`src/design/assert_macros.svh`:
```
// assertion macros used by the top level design file
`ifndef ASSERT_MACROS_SVH
`define ASSERT_MACROS_SVH

// antecedent holds in the same cycle as the consequent
`define CSPG_ASSERT_SAME(lbl, clk, rst, ante, cons, msg) \
   lbl: assert property (@(posedge clk) disable iff (rst) (ante) |-> (cons)) else $error(msg);

// consequent holds in the cycle after the antecedent
`define CSPG_ASSERT_NEXT(lbl, clk, rst, ante, cons, msg) \
   lbl: assert property (@(posedge clk) disable iff (rst) (ante) |=> (cons)) else $error(msg);

`endif

```
`src/design/cspg_pkg.sv`:
```
// types, codes and reset constants of the counted step pulse generator
`timescale 1ns / 1ps
`default_nettype none

package cspg_pkg;

   localparam int TICKS_PER_SECOND_DEF = 10;

   localparam logic [15:0] COMPARE_PERIOD_RESET     = 16'd100;
   localparam logic [14:0] STEPS_PER_ROTATION_RESET = 15'd200;
   localparam logic        HALF_STEP_MODE_RESET     = 1'b1;
   localparam logic        ALWAYS_ENABLE_RESET      = 1'b0;
   localparam logic [15:0] HALL_TIMEOUT_RESET       = 16'd60;
   localparam logic [15:0] CONTINUOUS_CODE_RESET    = 16'hFFFF;
   localparam logic [15:0] STEP_COUNT_RESET         = 16'd200;

   typedef enum logic [1:0] {
      ACT_TIMER_TICK = 2'd0,
      ACT_START      = 2'd1,
      ACT_STOP       = 2'd2,
      ACT_SUPERVISE  = 2'd3
   } action_type;

   typedef enum logic [2:0] {
      REG_COMPARE_PERIOD     = 3'd0,
      REG_STEPS_PER_ROTATION = 3'd1,
      REG_HALF_STEP_MODE     = 3'd2,
      REG_ALWAYS_ENABLE      = 3'd3,
      REG_HALL_TIMEOUT       = 3'd4,
      REG_CONTINUOUS_CODE    = 3'd5
   } csr_index_type;

   typedef struct packed {
      action_type  action;
      logic [15:0] rotations_to_run;
      logic        hall_level;
   } req_word_type;

   typedef struct packed {
      logic        step_strobe;
      logic        running;
      logic        driver_enable;
      logic        relay_on;
      logic        hall_pulse_toggle;
      logic [15:0] rotations_left;
      logic        finished;
   } rsp_word_type;

   typedef struct packed {
      csr_index_type index;
      logic [15:0]   wdata;
   } csr_word_type;

   typedef struct packed {
      logic        relay_on;
      logic        hall_pulse_toggle;
   } wdog_status_type;

endpackage

`default_nettype wire

```
`src/design/cspg_chan_if.sv`:
```
// valid/ready channel carrying one word
`timescale 1ns / 1ps
`default_nettype none

interface cspg_chan_if #(
   parameter type word_type = logic
);
   logic     valid;
   logic     ready;
   word_type data;

   modport source (output valid, output data, input ready);
   modport sink (input valid, input data, output ready);
endinterface

`default_nettype wire

```
`src/design/cspg_watchdog.sv`:
```
// hall edge watchdog driving the fault relay
`timescale 1ns / 1ps
`default_nettype none

module cspg_watchdog #(
   parameter int TICKS_PER_SECOND = cspg_pkg::TICKS_PER_SECOND_DEF
) (
   input  wire logic                       clock,
   input  wire logic                       reset,
   input  wire logic                       fire,
   input  wire logic                       running,
   input  wire logic                       hall_level,
   input  wire logic [15:0]                timeout,
   output cspg_pkg::wdog_status_type       status_in
);

   localparam int DIV_W = $clog2(TICKS_PER_SECOND + 1);

   logic             hall_prev_ff, hall_prev_in;
   logic [DIV_W-1:0] div_ff, div_in;
   logic [15:0]      count_ff, count_in;
   logic             toggle_ff, toggle_in;
   logic             relay_ff, relay_in;

   logic             rise;
   logic [DIV_W-1:0] div_base, div_next;
   logic [15:0]      count_base;

   always_comb begin
      hall_prev_in = hall_prev_ff;
      div_in       = div_ff;
      count_in     = count_ff;
      toggle_in    = toggle_ff;
      relay_in     = relay_ff;
      rise         = hall_level & ~hall_prev_ff;
      div_base     = rise ? '0 : div_ff;
      count_base   = rise ? timeout : count_ff;
      div_next     = div_base + DIV_W'(1);
      if (fire) begin
         if (!running) begin
            count_in = timeout;
            div_in   = '0;
         end else begin
            if (rise) begin
               toggle_in = ~toggle_ff;
               relay_in  = 1'b1;
            end
            hall_prev_in = hall_level;
            count_in     = count_base;
            if (div_next == DIV_W'(TICKS_PER_SECOND)) begin
               div_in = '0;
               if (count_base != 16'd0) begin
                  count_in = count_base - 16'd1;
               end else begin
                  relay_in = 1'b0;
               end
            end else begin
               div_in = div_next;
            end
         end
      end
   end

   always_ff @(posedge clock) begin
      if (reset) begin
         hall_prev_ff <= 1'b0;
         div_ff       <= '0;
         count_ff     <= cspg_pkg::HALL_TIMEOUT_RESET;
         toggle_ff    <= 1'b0;
         relay_ff     <= 1'b1;
      end else begin
         hall_prev_ff <= hall_prev_in;
         div_ff       <= div_in;
         count_ff     <= count_in;
         toggle_ff    <= toggle_in;
         relay_ff     <= relay_in;
      end
   end

   assign status_in.relay_on          = relay_in;
   assign status_in.hall_pulse_toggle = toggle_in;

endmodule

`default_nettype wire

```
`src/design/counted_step_pulse_generator_unit.sv`:
```
// top level of the counted step pulse generator
`timescale 1ns / 1ps
`default_nettype none
`include "assert_macros.svh"

// Takes one request word per clock cycle and returns one response word for each,
// in the cycle after it is accepted, from a result register. Every action (timer
// tick, start, stop, 100 ms supervision tick) is settled in the cycle of
// acceptance, so the rate is one word per cycle; the request side stalls only
// while the result register is full and the response side does not take it.
// Register writes on the csr channel are always accepted and take effect on the
// next request word.
module counted_step_pulse_generator_unit #(
   parameter int TICKS_PER_SECOND = cspg_pkg::TICKS_PER_SECOND_DEF
) (
   input wire logic clock,
   input wire logic reset,
   cspg_chan_if.sink   req_chan,
   cspg_chan_if.source rsp_chan,
   cspg_chan_if.sink   csr_chan
);

   // configuration registers
   logic [15:0] compare_period_ff;
   logic [14:0] steps_per_rotation_ff;
   logic        half_step_mode_ff;
   logic        always_enable_ff;
   logic [15:0] hall_timeout_ff;
   logic [15:0] continuous_code_ff;

   // motor state
   logic [15:0] tick_ff, tick_in;
   logic [15:0] step_ff, step_in;
   logic [15:0] rot_ff, rot_in;
   logic        run_ff, run_in;
   logic        enable_ff, enable_in;

   logic                   rsp_valid_ff;
   cspg_pkg::rsp_word_type rsp_word_ff;

   cspg_pkg::req_word_type    req_word;
   cspg_pkg::wdog_status_type wdog_status;
   logic        req_accept;
   logic        csr_accept;
   logic        pulse;
   logic        finished;
   logic [15:0] step_reload;

   assign req_word   = req_chan.data;
   assign req_chan.ready = ~rsp_valid_ff | rsp_chan.ready;
   assign req_accept = req_chan.valid & req_chan.ready;
   assign csr_chan.ready = 1'b1;
   assign csr_accept = csr_chan.valid;

   assign step_reload = half_step_mode_ff ? {steps_per_rotation_ff, 1'b0}
                                          : {1'b0, steps_per_rotation_ff};

   always_comb begin
      tick_in   = tick_ff;
      step_in   = step_ff;
      rot_in    = rot_ff;
      run_in    = run_ff;
      enable_in = enable_ff;
      pulse     = 1'b0;
      finished  = 1'b0;
      case (req_word.action)
         cspg_pkg::ACT_TIMER_TICK: begin
            if (run_ff) begin
               if (tick_ff >= compare_period_ff) begin
                  tick_in = 16'd0;
                  if (rot_ff != 16'd0) begin
                     if (rot_ff != continuous_code_ff && step_ff == 16'd0) begin
                        rot_in  = rot_ff - 16'd1;
                        step_in = step_reload;
                     end else begin
                        pulse   = 1'b1;
                        step_in = step_ff - 16'd1;
                     end
                  end else begin
                     step_in   = 16'd0;
                     run_in    = 1'b0;
                     enable_in = enable_ff & always_enable_ff;
                     finished  = 1'b1;
                  end
               end else begin
                  tick_in = tick_ff + 16'd1;
               end
            end
         end
         cspg_pkg::ACT_START: begin
            enable_in = 1'b1;
            step_in   = step_reload;
            rot_in    = req_word.rotations_to_run;
            tick_in   = 16'd0;
            run_in    = 1'b1;
         end
         cspg_pkg::ACT_STOP: begin
            finished  = run_ff;
            step_in   = 16'd0;
            run_in    = 1'b0;
            enable_in = enable_ff & always_enable_ff;
         end
         default: begin
         end
      endcase
   end

   cspg_watchdog #(
      .TICKS_PER_SECOND (TICKS_PER_SECOND)
   ) u_watchdog (
      .clock      (clock),
      .reset      (reset),
      .fire       (req_accept && req_word.action == cspg_pkg::ACT_SUPERVISE),
      .running    (run_ff),
      .hall_level (req_word.hall_level),
      .timeout    (hall_timeout_ff),
      .status_in  (wdog_status)
   );

   always_ff @(posedge clock) begin
      if (reset) begin
         compare_period_ff     <= cspg_pkg::COMPARE_PERIOD_RESET;
         steps_per_rotation_ff <= cspg_pkg::STEPS_PER_ROTATION_RESET;
         half_step_mode_ff     <= cspg_pkg::HALF_STEP_MODE_RESET;
         always_enable_ff      <= cspg_pkg::ALWAYS_ENABLE_RESET;
         hall_timeout_ff       <= cspg_pkg::HALL_TIMEOUT_RESET;
         continuous_code_ff    <= cspg_pkg::CONTINUOUS_CODE_RESET;
      end else if (csr_accept) begin
         case (csr_chan.data.index)
            cspg_pkg::REG_COMPARE_PERIOD:     compare_period_ff <= csr_chan.data.wdata;
            cspg_pkg::REG_STEPS_PER_ROTATION: steps_per_rotation_ff <= csr_chan.data.wdata[14:0];
            cspg_pkg::REG_HALF_STEP_MODE:     half_step_mode_ff <= csr_chan.data.wdata[0];
            cspg_pkg::REG_ALWAYS_ENABLE:      always_enable_ff <= csr_chan.data.wdata[0];
            cspg_pkg::REG_HALL_TIMEOUT:       hall_timeout_ff <= csr_chan.data.wdata;
            cspg_pkg::REG_CONTINUOUS_CODE:    continuous_code_ff <= csr_chan.data.wdata;
            default: begin
            end
         endcase
      end
   end

   always_ff @(posedge clock) begin
      if (reset) begin
         tick_ff      <= 16'd0;
         step_ff      <= cspg_pkg::STEP_COUNT_RESET;
         rot_ff       <= 16'd0;
         run_ff       <= 1'b0;
         enable_ff    <= 1'b0;
         rsp_valid_ff <= 1'b0;
      end else begin
         if (req_accept) begin
            tick_ff      <= tick_in;
            step_ff      <= step_in;
            rot_ff       <= rot_in;
            run_ff       <= run_in;
            enable_ff    <= enable_in;
            rsp_valid_ff <= 1'b1;
         end else if (rsp_chan.ready) begin
            rsp_valid_ff <= 1'b0;
         end
      end
   end

   // result register
   always_ff @(posedge clock) begin
      if (req_accept) begin
         rsp_word_ff.step_strobe       <= pulse;
         rsp_word_ff.running           <= run_in;
         rsp_word_ff.driver_enable     <= enable_in;
         rsp_word_ff.relay_on          <= wdog_status.relay_on;
         rsp_word_ff.hall_pulse_toggle <= wdog_status.hall_pulse_toggle;
         rsp_word_ff.rotations_left    <= rot_in;
         rsp_word_ff.finished          <= finished;
      end
   end

   assign rsp_chan.valid = rsp_valid_ff;
   assign rsp_chan.data  = rsp_word_ff;

   `CSPG_ASSERT_NEXT(a_accept_gives_word, clock, reset, req_accept, rsp_chan.valid, "accepted word gave no response")
   `CSPG_ASSERT_NEXT(a_start_runs, clock, reset, req_accept && req_word.action == cspg_pkg::ACT_START, rsp_chan.data.running && rsp_chan.data.driver_enable, "start did not run the motor")
   `CSPG_ASSERT_SAME(a_pulse_while_running, clock, reset, rsp_chan.valid && rsp_chan.data.step_strobe, rsp_chan.data.running && !rsp_chan.data.finished, "step pulse outside run state")

endmodule

`default_nettype wire

```
`src/flat_wrapper.sv`:
```
// flat-port wrapper written by rule: the top's interface ports become plain ports
module counted_step_pulse_generator_unit_flat 
#(
   parameter int TICKS_PER_SECOND = cspg_pkg::TICKS_PER_SECOND_DEF
)
  (clock, reset, req_chan_valid, req_chan_data, req_chan_ready, rsp_chan_valid, rsp_chan_data, rsp_chan_ready, csr_chan_valid, csr_chan_data, csr_chan_ready);
  cspg_chan_if #(.word_type(cspg_pkg::req_word_type)) req_chan_i ();
  cspg_chan_if #(.word_type(cspg_pkg::rsp_word_type)) rsp_chan_i ();
  cspg_chan_if #(.word_type(cspg_pkg::csr_word_type)) csr_chan_i ();
  input wire logic clock;
  input wire logic reset;
  input wire logic [$bits(req_chan_i.valid)-1:0] req_chan_valid;
  input wire logic [$bits(req_chan_i.data)-1:0] req_chan_data;
  output wire logic [$bits(req_chan_i.ready)-1:0] req_chan_ready;
  output wire logic [$bits(rsp_chan_i.valid)-1:0] rsp_chan_valid;
  output wire logic [$bits(rsp_chan_i.data)-1:0] rsp_chan_data;
  input wire logic [$bits(rsp_chan_i.ready)-1:0] rsp_chan_ready;
  input wire logic [$bits(csr_chan_i.valid)-1:0] csr_chan_valid;
  input wire logic [$bits(csr_chan_i.data)-1:0] csr_chan_data;
  output wire logic [$bits(csr_chan_i.ready)-1:0] csr_chan_ready;
  assign req_chan_i.valid = req_chan_valid;
  assign req_chan_i.data = req_chan_data;
  assign req_chan_ready = req_chan_i.ready;
  assign rsp_chan_valid = rsp_chan_i.valid;
  assign rsp_chan_data = rsp_chan_i.data;
  assign rsp_chan_i.ready = rsp_chan_ready;
  assign csr_chan_i.valid = csr_chan_valid;
  assign csr_chan_i.data = csr_chan_data;
  assign csr_chan_ready = csr_chan_i.ready;
  counted_step_pulse_generator_unit #(.TICKS_PER_SECOND(TICKS_PER_SECOND)) u_core (.clock(clock), .reset(reset), .req_chan(req_chan_i), .rsp_chan(rsp_chan_i), .csr_chan(csr_chan_i));
endmodule
```
`config.mk`:
```
export PLATFORM = sky130hd
export DESIGN_NAME = counted_step_pulse_generator_unit_flat
export DESIGN_NICKNAME = d
export VERILOG_FILES = /design/src/design/cspg_pkg.sv /design/src/design/cspg_chan_if.sv /design/src/design/cspg_watchdog.sv /design/src/design/counted_step_pulse_generator_unit.sv /design/src/flat_wrapper.sv
export VERILOG_INCLUDE_DIRS = /design/src /design/src/design
export SDC_FILE = /design/constraint.sdc
export NUM_CORES = 1
export LEC_CHECK = 0
export BUFFER_PORTS_ARGS = -buffer_cell sky130_fd_sc_hd__buf_2
export CAP_MARGIN = 0
export CORE_MARGIN = 1
export CORE_UTILIZATION = 25
export DETAILED_ROUTE_END_ITERATION = 10
export GPL_ROUTABILITY_DRIVEN = 0
export SYNTH_ARGS = -nofsm -noshare
export SYNTH_HDL_FRONTEND = slang
export SYNTH_HIERARCHICAL = 1
export SYNTH_SLANG_ARGS = --single-unit
```
`constraint.sdc`:
```
create_clock -name clock -period 4.41 [get_ports clock]
set_clock_uncertainty 0.1 [all_clocks]
set_input_delay 1.323 -clock clock [delete_from_list [all_inputs] [get_ports clock]]
set_output_delay 1.323 -clock clock [all_outputs]
set_load 0.02 [all_outputs]
```
==> results of run 1 <==
[synth_stat cells (7+ instances only)]
master,count,share of area (%)
xnor2_1,23,2.2
a21oi_1,76,4.1
o21ai_0,22,1.2
mux2_2,7,0.85
o22ai_1,16,1.1
edfxtp_1,22,7.1
buf_2,10,0.54
xor2_1,31,2.9
a31oi_1,17,1.1
nor4_1,17,1.1
and3_1,13,0.88
nand3_1,49,2.6
dfxtp_1,139,30
nor3_1,20,1.1
a32oi_1,10,0.94
and2_1,8,0.54
nor2_1,80,3.2
mux2i_1,36,3.9
clkbuf_1,54,2.2
o211ai_1,12,0.97
a211oi_1,16,1.3
nand2_1,201,8.1
ha_1,30,4.0
nand2b_1,7,0.47
nand4_1,19,1.3
inv_1,42,1.7
[metal layers]
metal  wire (um)  share of wire (%)
met2       12760                 45
met3        1994                7.0
met4         539                1.9
met5          41               0.14
met1       13210                 46
[registers in the layout, indices dropped and copies added (netlist names)]
name / cells
u_core/rsp_chan.data: 22
u_core/compare_period_ff: 16
u_core/continuous_code_ff: 16
u_core/hall_timeout_ff: 16
u_core/rot_ff: 16
u_core/step_ff: 16
u_core/tick_ff: 16
u_core/u_watchdog/count_ff: 16
u_core/steps_per_rotation_ff: 15
u_core/u_watchdog/div_ff: 4
u_core/always_enable_ff: 1
u_core/enable_ff: 1
u_core/half_step_mode_ff: 1
u_core/rsp_chan.valid: 1
u_core/run_ff: 1
u_core/u_watchdog/hall_prev_ff: 1
u_core/u_watchdog/relay_ff: 1
u_core/u_watchdog/toggle_ff: 1
[path summary, 6_finish.rpt]
| kind | from | to | slack (ns) | depth (start not counted) |
|---|---|---|---|---|
| setup reg to reg | u_core/tick_ff[0] | u_core/step_ff[8] | 1.11 | 10 |
| hold reg to reg | u_core/compare_period_ff[9] | u_core/compare_period_ff[9] | 0.36 | 2 |
| setup / recovery | req_chan_data[0] | u_core/u_watchdog/count_ff[10] | 0.90 | 9 |
| hold / removal | u_core/compare_period_ff[9] | u_core/compare_period_ff[9] | 0.36 | 2 |
[power by group through the flow]
stage | Clock, W | Combinational [W] | Sequential [W]
4_1_cts | 0.00147 | 0.000506 | 0.00161
3_5_place_dp | 0 | 0.000503 | 0.00164
2_1_floorplan | 0 | 0.000344 | 0.00163
3_3_place_gp | 0 | 0.000496 | 0.00164
5_1_grt | 0.00155 | 0.000558 | 0.00162
6_report | 0.00143 | 0.000512 | 0.00161
[through the flow]
| stage | instances | power, W | hold slack, ns | worst slack (ns) |
|---|---|---|---|---|
| after floorplan | 1125 | 0.001977 | 0.3363 | 0.9203 |
| after global placement | 1601 | 0.002139 | 0.3444 | 0.5220 |
| after detailed placement | 1601 | 0.002147 | 0.3506 | 0.4668 |
| after CTS | 1633 | 0.003592 | 0.3580 | 0.9191 |
| after global routing | 1634 | 0.003724 | 0.3764 | 0.7151 |
| final | 1634 | 0.003557 | 0.3590 | 0.9019 |
[critical path, stage by stage]
cell      delay [ns]
buf_2           0.13
nor2b_4         0.66
mux2i_1         0.41
ha_1            0.25
nand4_1         0.14
nor2_2          0.18
nand3b_1        0.11
or3_1           0.34
and3_1          0.18
[cells by family (layout without fill, tap and decap cells)]
| logic type | Yosys count | count (layout) |
|---|---|---|
| and+or+nand+nor | 481 | 481 |
| AOI/OAI and AO/OA | 239 | 239 |
| DFF | 161 | 161 |
| buffers and inverters | 114 | 154 |
| xor gates and xnor gates | 54 | 54 |
| muxes | 45 | 45 |
| adders and majority gates | 30 | 30 |
| other | 1 | 2 |
[layout make-up]
class	instances	area, um2	share of cell area (%)
multi-input cells	850	5371	50.80
flip-flops and latches	161	3443	32.57
inverters	42	157.7	1.491
clock buffers	21	470.5	4.450
well taps	468	585.6	5.538
clock inverters	11	91.34	0.8639
diodes	1	2.502	0.02367
repair buffers	80	450.4	4.260
==> metrics.yaml, run 1 <==
global_route:
  antenna_found_initial: 4
  grt_overflow: 0
  grt_pass1_vias: 7878
  grt_use_met1_pct: 20.54
  grt_max_degree: 101
  use_met3_pct: 3.175
  grtUsageTotal_pct: 14.98
  grt-busiest-layer: "met2"
  grt_pass1_wl_mm: 44.48
  grtUsageMet2_pct: 23.20
floorplan:
  die_h_um: 194.7
  initial_core_util_pct: 25.35
  die_w_um: 194.7
  core_mm2: 0.03661
  ios: 68
  dieArea_mm2: 0.03789
  rows: 70
placed_design:
  dpl_cell_area_mm2: 0.01001
  port_buffers: 66
  hpwl_mm: 20.49
clock_tree:
  cts_root_buf: "clkbuf_16"
  post_cts_buffers: 0
  cts_made_buffers: 17
  cts_hold_buf: 0
  cts_sinks: 161
  cts_resized: 0
  clock_latency_ns: 0.44
  cts_tree: "done"
  cts.htree.levels: 4
  ctsLongestPathBuffers: 2
  path_clk_slew_ns: 0.06
power_and_ir_drop:
  p_seq_share_pct: 45.3
  p_sw_w: 0.001047
  swShare_pct: 29.45
  p_int_w: 0.002509
  power.density_mw_per_mm2: 336.4
  max-vdd-ir-drop_v: 0.0002968
  combinationalPowerShare_pct: 14.4
  leakagePower_nw: 3.960
  clockPowerShare_pct: 40.3
sta:
  hold_viol_final: 0
  worstMarginPinSlew_ns: 1.164
  relSlewSlack_pct: 21.96
  setup_tns_ns: 0
  min_period_ns: 3.508
  setup_violations: 0
  final.period_utilization_pct: 79.55
  rsz0062_at_grt: "false"
  max_freq_ghz: 0.2851
  slew_viol_final: 0
routing:
  viasPerCell: 5.239
  wl_per_cell_um: 17.47
  drc: 0
  dr_total_vias: 8561
  dr.first_iter.drc_count: 700
  dr.pass1.iters: 5
  wirelength_mm: 28.55
  drtAntennaViolNets: 0
synthesis:
  synthAdderAreaFrac_pct: 4.045
  synthMuxAreaShare_pct: 5.029
  ys_seq_area_share_pct: 37.10
  yosys_warnings: 6
  synth_edf_count: 22
  synth_compound_gate_area_share_pct: 17.53
  syn_area_mm2: 0.009280
  ys_ff_latch: 161
  synth_simple_gate_area_share_pct: 26.09
  syn_area_per_cell_um2: 8.249
  syn_nets: 1198
  synth_cells: 1125
  async_flop_share_pct: 0
  ys_types: 91
  synth_top_family_by_area: "simple AND/OR/NAND/NOR gates"
  synth-main-ff-cell: "dfxtp_1"
  synthXorXnorAreaFrac_pct: 5.096
layout:
  layout_commonest_cell: "nand2_1"
  mostFrequentLayoutCells: "nand2_1, dfxtp_1, nor2_1"
  drive_above_1_share_pct: 13.22
  final.fill_count: 3922
  area_growth_pct: 13.93
  design_area_mm2: 0.01057
  finalCoreUtilization_pct: 28.88
  nets: 1225
setup_path:
  crit_type: "in -> reg"
  worstSetupEndpointType: "register"
  startpoint_type: "input port"
  crit_required_ns: 4.64
  arrival_ns: 3.73
  crit_path_max_fanout: 22
hold_path:
  min_path_type: "reg -> reg"
flow_run:
  maxCapViolCount: 0
outcome:
  status: "completed"
No activity file was read; power rests on OpenSTA's default activity.
==> run 2, diff against run 1 <==
==> constraint.sdc (replaced) <==
create_clock -name clock -period 3.4 [get_ports clock]
set_clock_uncertainty 0.1 [all_clocks]
set_input_delay 1.02 -clock clock [delete_from_list [all_inputs] [get_ports clock]]
set_output_delay 1.02 -clock clock [all_outputs]
set_load 0.02 [all_outputs]
==> run 2 against run 1 <==
Net effect: hold slack got worse by 0.0022 ns; global-route usage increased by 0.26 points; clock power increased by 46%; via count increased by 0.81%; sequential cell count unchanged; sequential share of layout area decreased by 0.87 points; routed wire length increased by 1.4%; non-clock buffer count increased by 29; count of clock-buffer cells in the layout decreased by 4; cell area increased by 2.7%; register-to-register slack got worse by 0.81 ns; critical endpoint is now u_core/rsp_chan.data[4]; highest routed layer unchanged.
==> metrics.yaml, run 2 (synthesized netlist as in run 1, its figures left out) <==
outcome:
  status: "completed"  # unchanged
global_route:
  grtUsageTotal_pct: 15.24  # was 14.98%
  grt_pass1_wl_mm: 45.77  # was 44.48 mm
  grt_pass1_vias: 8137  # was 7,878
  grt_max_degree: 42  # was 101
  grt_overflow: 0  # unchanged
  antenna_found_initial: 4  # unchanged
setup_path:
  crit_path_max_fanout: 5  # was 22
  arrival_ns: 3.17  # was 3.73 ns
  crit_required_ns: 3.48  # was 4.64 ns
  slowest_stage: "dfxtp_1"  # was nor2b_4
  critPathTopFamily: "compound AO/OA/AOI/OAI gates"  # was simple AND/OR/NAND/NOR gates
  worstSetupStartpoint: "u_core/tick_ff[0]"  # was req_chan_data[0]
  worst-r2r-setup-slack_ns: 0.30  # was 1.11 ns
  worst_path_largest_cell_delay_ns: 0.41  # was 0.66 ns
  cp-endpoint: "u_core/rsp_chan.data[4]"  # was u_core/u_watchdog/count_ff[10]
  cp_num_cells: 9  # unchanged
  r2r-start: "u_core/tick_ff[0]"  # unchanged
  crit_chain: "inv_1 > ha_1 > nand2b_1 > a2111o_1 > a221o_1 > a21oi_2 > nor4_1 > nor3b_1 > or3_1"  # was buf_2 > nor2b_4 > mux2i_1 > ha_1 > nand4_1 > nor2_2 > nand3b_1 > or3_1 > and3_1
  crit_buf_inv: 1  # unchanged
  worstSetupEndpointType: "register"  # unchanged
  regToRegEndpoint: "u_core/rsp_chan.data[4]"  # was u_core/step_ff[8]
  crit_type: "reg -> reg"  # was in -> reg
  startpoint_type: "register"  # was input port
  rr_worst_depth: 9  # was 10
routing:
  wl_per_cell_um: 17.40  # was 17.47 um
  dr.first_iter.drc_count: 739  # was 700
  drtAntennaViolNets: 0  # unchanged
  drc: 0  # unchanged
  wirelength_mm: 28.95  # was 28.55 mm
  dr_total_vias: 8630  # was 8,561
  dr.pass1.iters: 5  # unchanged
  viasPerCell: 5.186  # was 5.239
floorplan:
  ios: 68  # unchanged
  dieArea_mm2: 0.03789  # unchanged
  core_mm2: 0.03661  # unchanged
  rows: 70  # unchanged
  die_h_um: 194.7  # unchanged
  die_w_um: 194.7  # unchanged
  initial_core_util_pct: 25.35  # unchanged
layout:
  area_growth_pct: 17.04  # was 13.93%
  seq_area_mm2: 0.003443  # unchanged
  mostFrequentLayoutCells: "nand2_1, dfxtp_1, nor2_1"  # unchanged
  multi_input_area_mm2: 0.005373  # was 0.005371 mm2
  nets: 1254  # was 1,225
  final.fill_count: 3892  # was 3,922
  layout_commonest_cell: "nand2_1"  # unchanged
  drive_above_1_share_pct: 15.41  # was 13.22%
  largest_register_ffs: 22  # unchanged
power_and_ir_drop:
  p_int_w: 0.003511  # was 0.002509 W
  clockPowerShare_pct: 42.8  # was 40.3%
  swShare_pct: 27.95  # was 29.45%
  p_seq_share_pct: 42.8  # was 45.3%
  combinationalPowerShare_pct: 14.4  # about the same
  max-vdd-ir-drop_v: 0.0003650  # was 0.0002968 V
  leakagePower_nw: 4.128  # was 3.960 nW
  power.density_mw_per_mm2: 448.6  # was 336.4 mW/mm2
  p_sw_w: 0.001362  # was 0.001047 W
sta:
  relSlewSlack_pct: 57.43  # was 21.96%
  min_period_ns: 3.096
  final.period_utilization_pct: 91.07
  setup_violations: 0  # unchanged
  max_freq_ghz: 0.3230
  rsz0062_at_grt: "false"  # unchanged
  hold_viol_final: 0  # unchanged
  whs_ns: 0.3568  # was 0.3590 ns
  worstMarginPinSlew_ns: 0.6351  # was 1.164 ns
  slew_viol_final: 0  # unchanged
  setup_tns_ns: 0  # unchanged
placed_design:
  hpwl_mm: 21.43  # was 20.49 mm
  port_buffers: 66  # unchanged
clock_tree:
  cts.htree.levels: 4  # unchanged
  path_clk_slew_ns: 0.07  # was 0.06 ns
  cts_root_buf: "clkbuf_16"  # unchanged
  ctsLongestPathBuffers: 2  # unchanged
  cts_hold_buf: 0  # unchanged
  cts_tree: "done"  # unchanged
  cts_sinks: 161  # unchanged
  clock_latency_ns: 0.43  # was 0.44 ns
  cts_made_buffers: 17  # unchanged
flow_run:
  maxCapViolCount: 0  # unchanged
hold_path:
  min_path_type: "reg -> reg"  # unchanged
[run 2: cell count changes in the layout (fill, tap and decap cells not counted), moves of 2 or more]
cell,change
inv_6,-3
buf_4,+29
clkbuf_8,-3
clkinv_2,+3
inv_4,-2
bufinv_16,+4
clkinv_4,-2
inv_8,+2
[run 2: timing repair]
item,in CTS,in global routing
setup buffers,0,0
endpoints found under the setup margin,0,1
resized for setup,0,1
[run 2: worst register-to-register path, delay by kind of cell (launching register included)]
kind            cells  cell delay, ns
compound gates      3            1.12
fa+ha+maj           1            0.26
buf+inv             1            0.06
flops               1            0.41
simple gates        4            0.90
[run 2: power by group through the flow]
stage          Combinational (W)  Clock [W]  Sequential [W]
3_5_place_dp            0.000689          0         0.00213
3_3_place_gp            0.000681          0         0.00213
6_report                0.000701    0.00209         0.00209
5_1_grt                 0.000765    0.00221         0.00210
2_1_floorplan           0.000446          0         0.00212
4_1_cts                 0.000694    0.00213         0.00209
[run 2: stage by stage]
stage	worst slack [ns]	total power [W]	std cells	cell area, um2	util, %
6_report	0.3036	0.004872	1664	10860	29.67
5_1_grt	0.1454	0.005068	1664	10860	29.67
4_1_cts	0.2122	0.004910	1662	10860	29.65
3_5_place_dp	0.06833	0.002817	1630	10230	27.93
3_3_place_gp	0.1128	0.002807	1630	10230	27.93
2_1_floorplan	0.2133	0.002564	1125	9280	-
[run 2: metal layers]
metal | GRT usage, % | wire length (um) | up-vias
met2 | 23.91 | 13140 | 303
met4 | 4.292 | 521 | 4
li1 | - | - | 4157
met3 | 2.655 | 1758 | 39
met1 | 21.29 | 13520 | 4127
met5 | 0 | 18 | -
[run 2: layout make-up]
type / count / area share [%]
Clock inverter: 15 / 1.878
Multi-Input combinational cell: 850 / 49.46
Inverter: 42 / 1.451
Timing Repair Buffer: 109 / 6.151
Antenna cell: 2 / 0.04608
Tap cell: 468 / 5.391
Sequential cell: 161 / 31.70
Clock buffer: 17 / 3.917
[run 2: how the worst min path moves through the flow]
stage	depth (start not counted)	endpoint	slack (ns)	from
floorplan	2	u_core/compare_period_ff[10]	0.34	u_core/compare_period_ff[10]
global placement	2	u_core/compare_period_ff[13]	0.34	u_core/compare_period_ff[13]
detailed placement	2	u_core/compare_period_ff[7]	0.35	u_core/compare_period_ff[7]
CTS	2	u_core/compare_period_ff[7]	0.36	u_core/compare_period_ff[7]
global route	2	u_core/compare_period_ff[15]	0.38	u_core/compare_period_ff[15]
finish	2	u_core/compare_period_ff[8]	0.36	u_core/compare_period_ff[8]
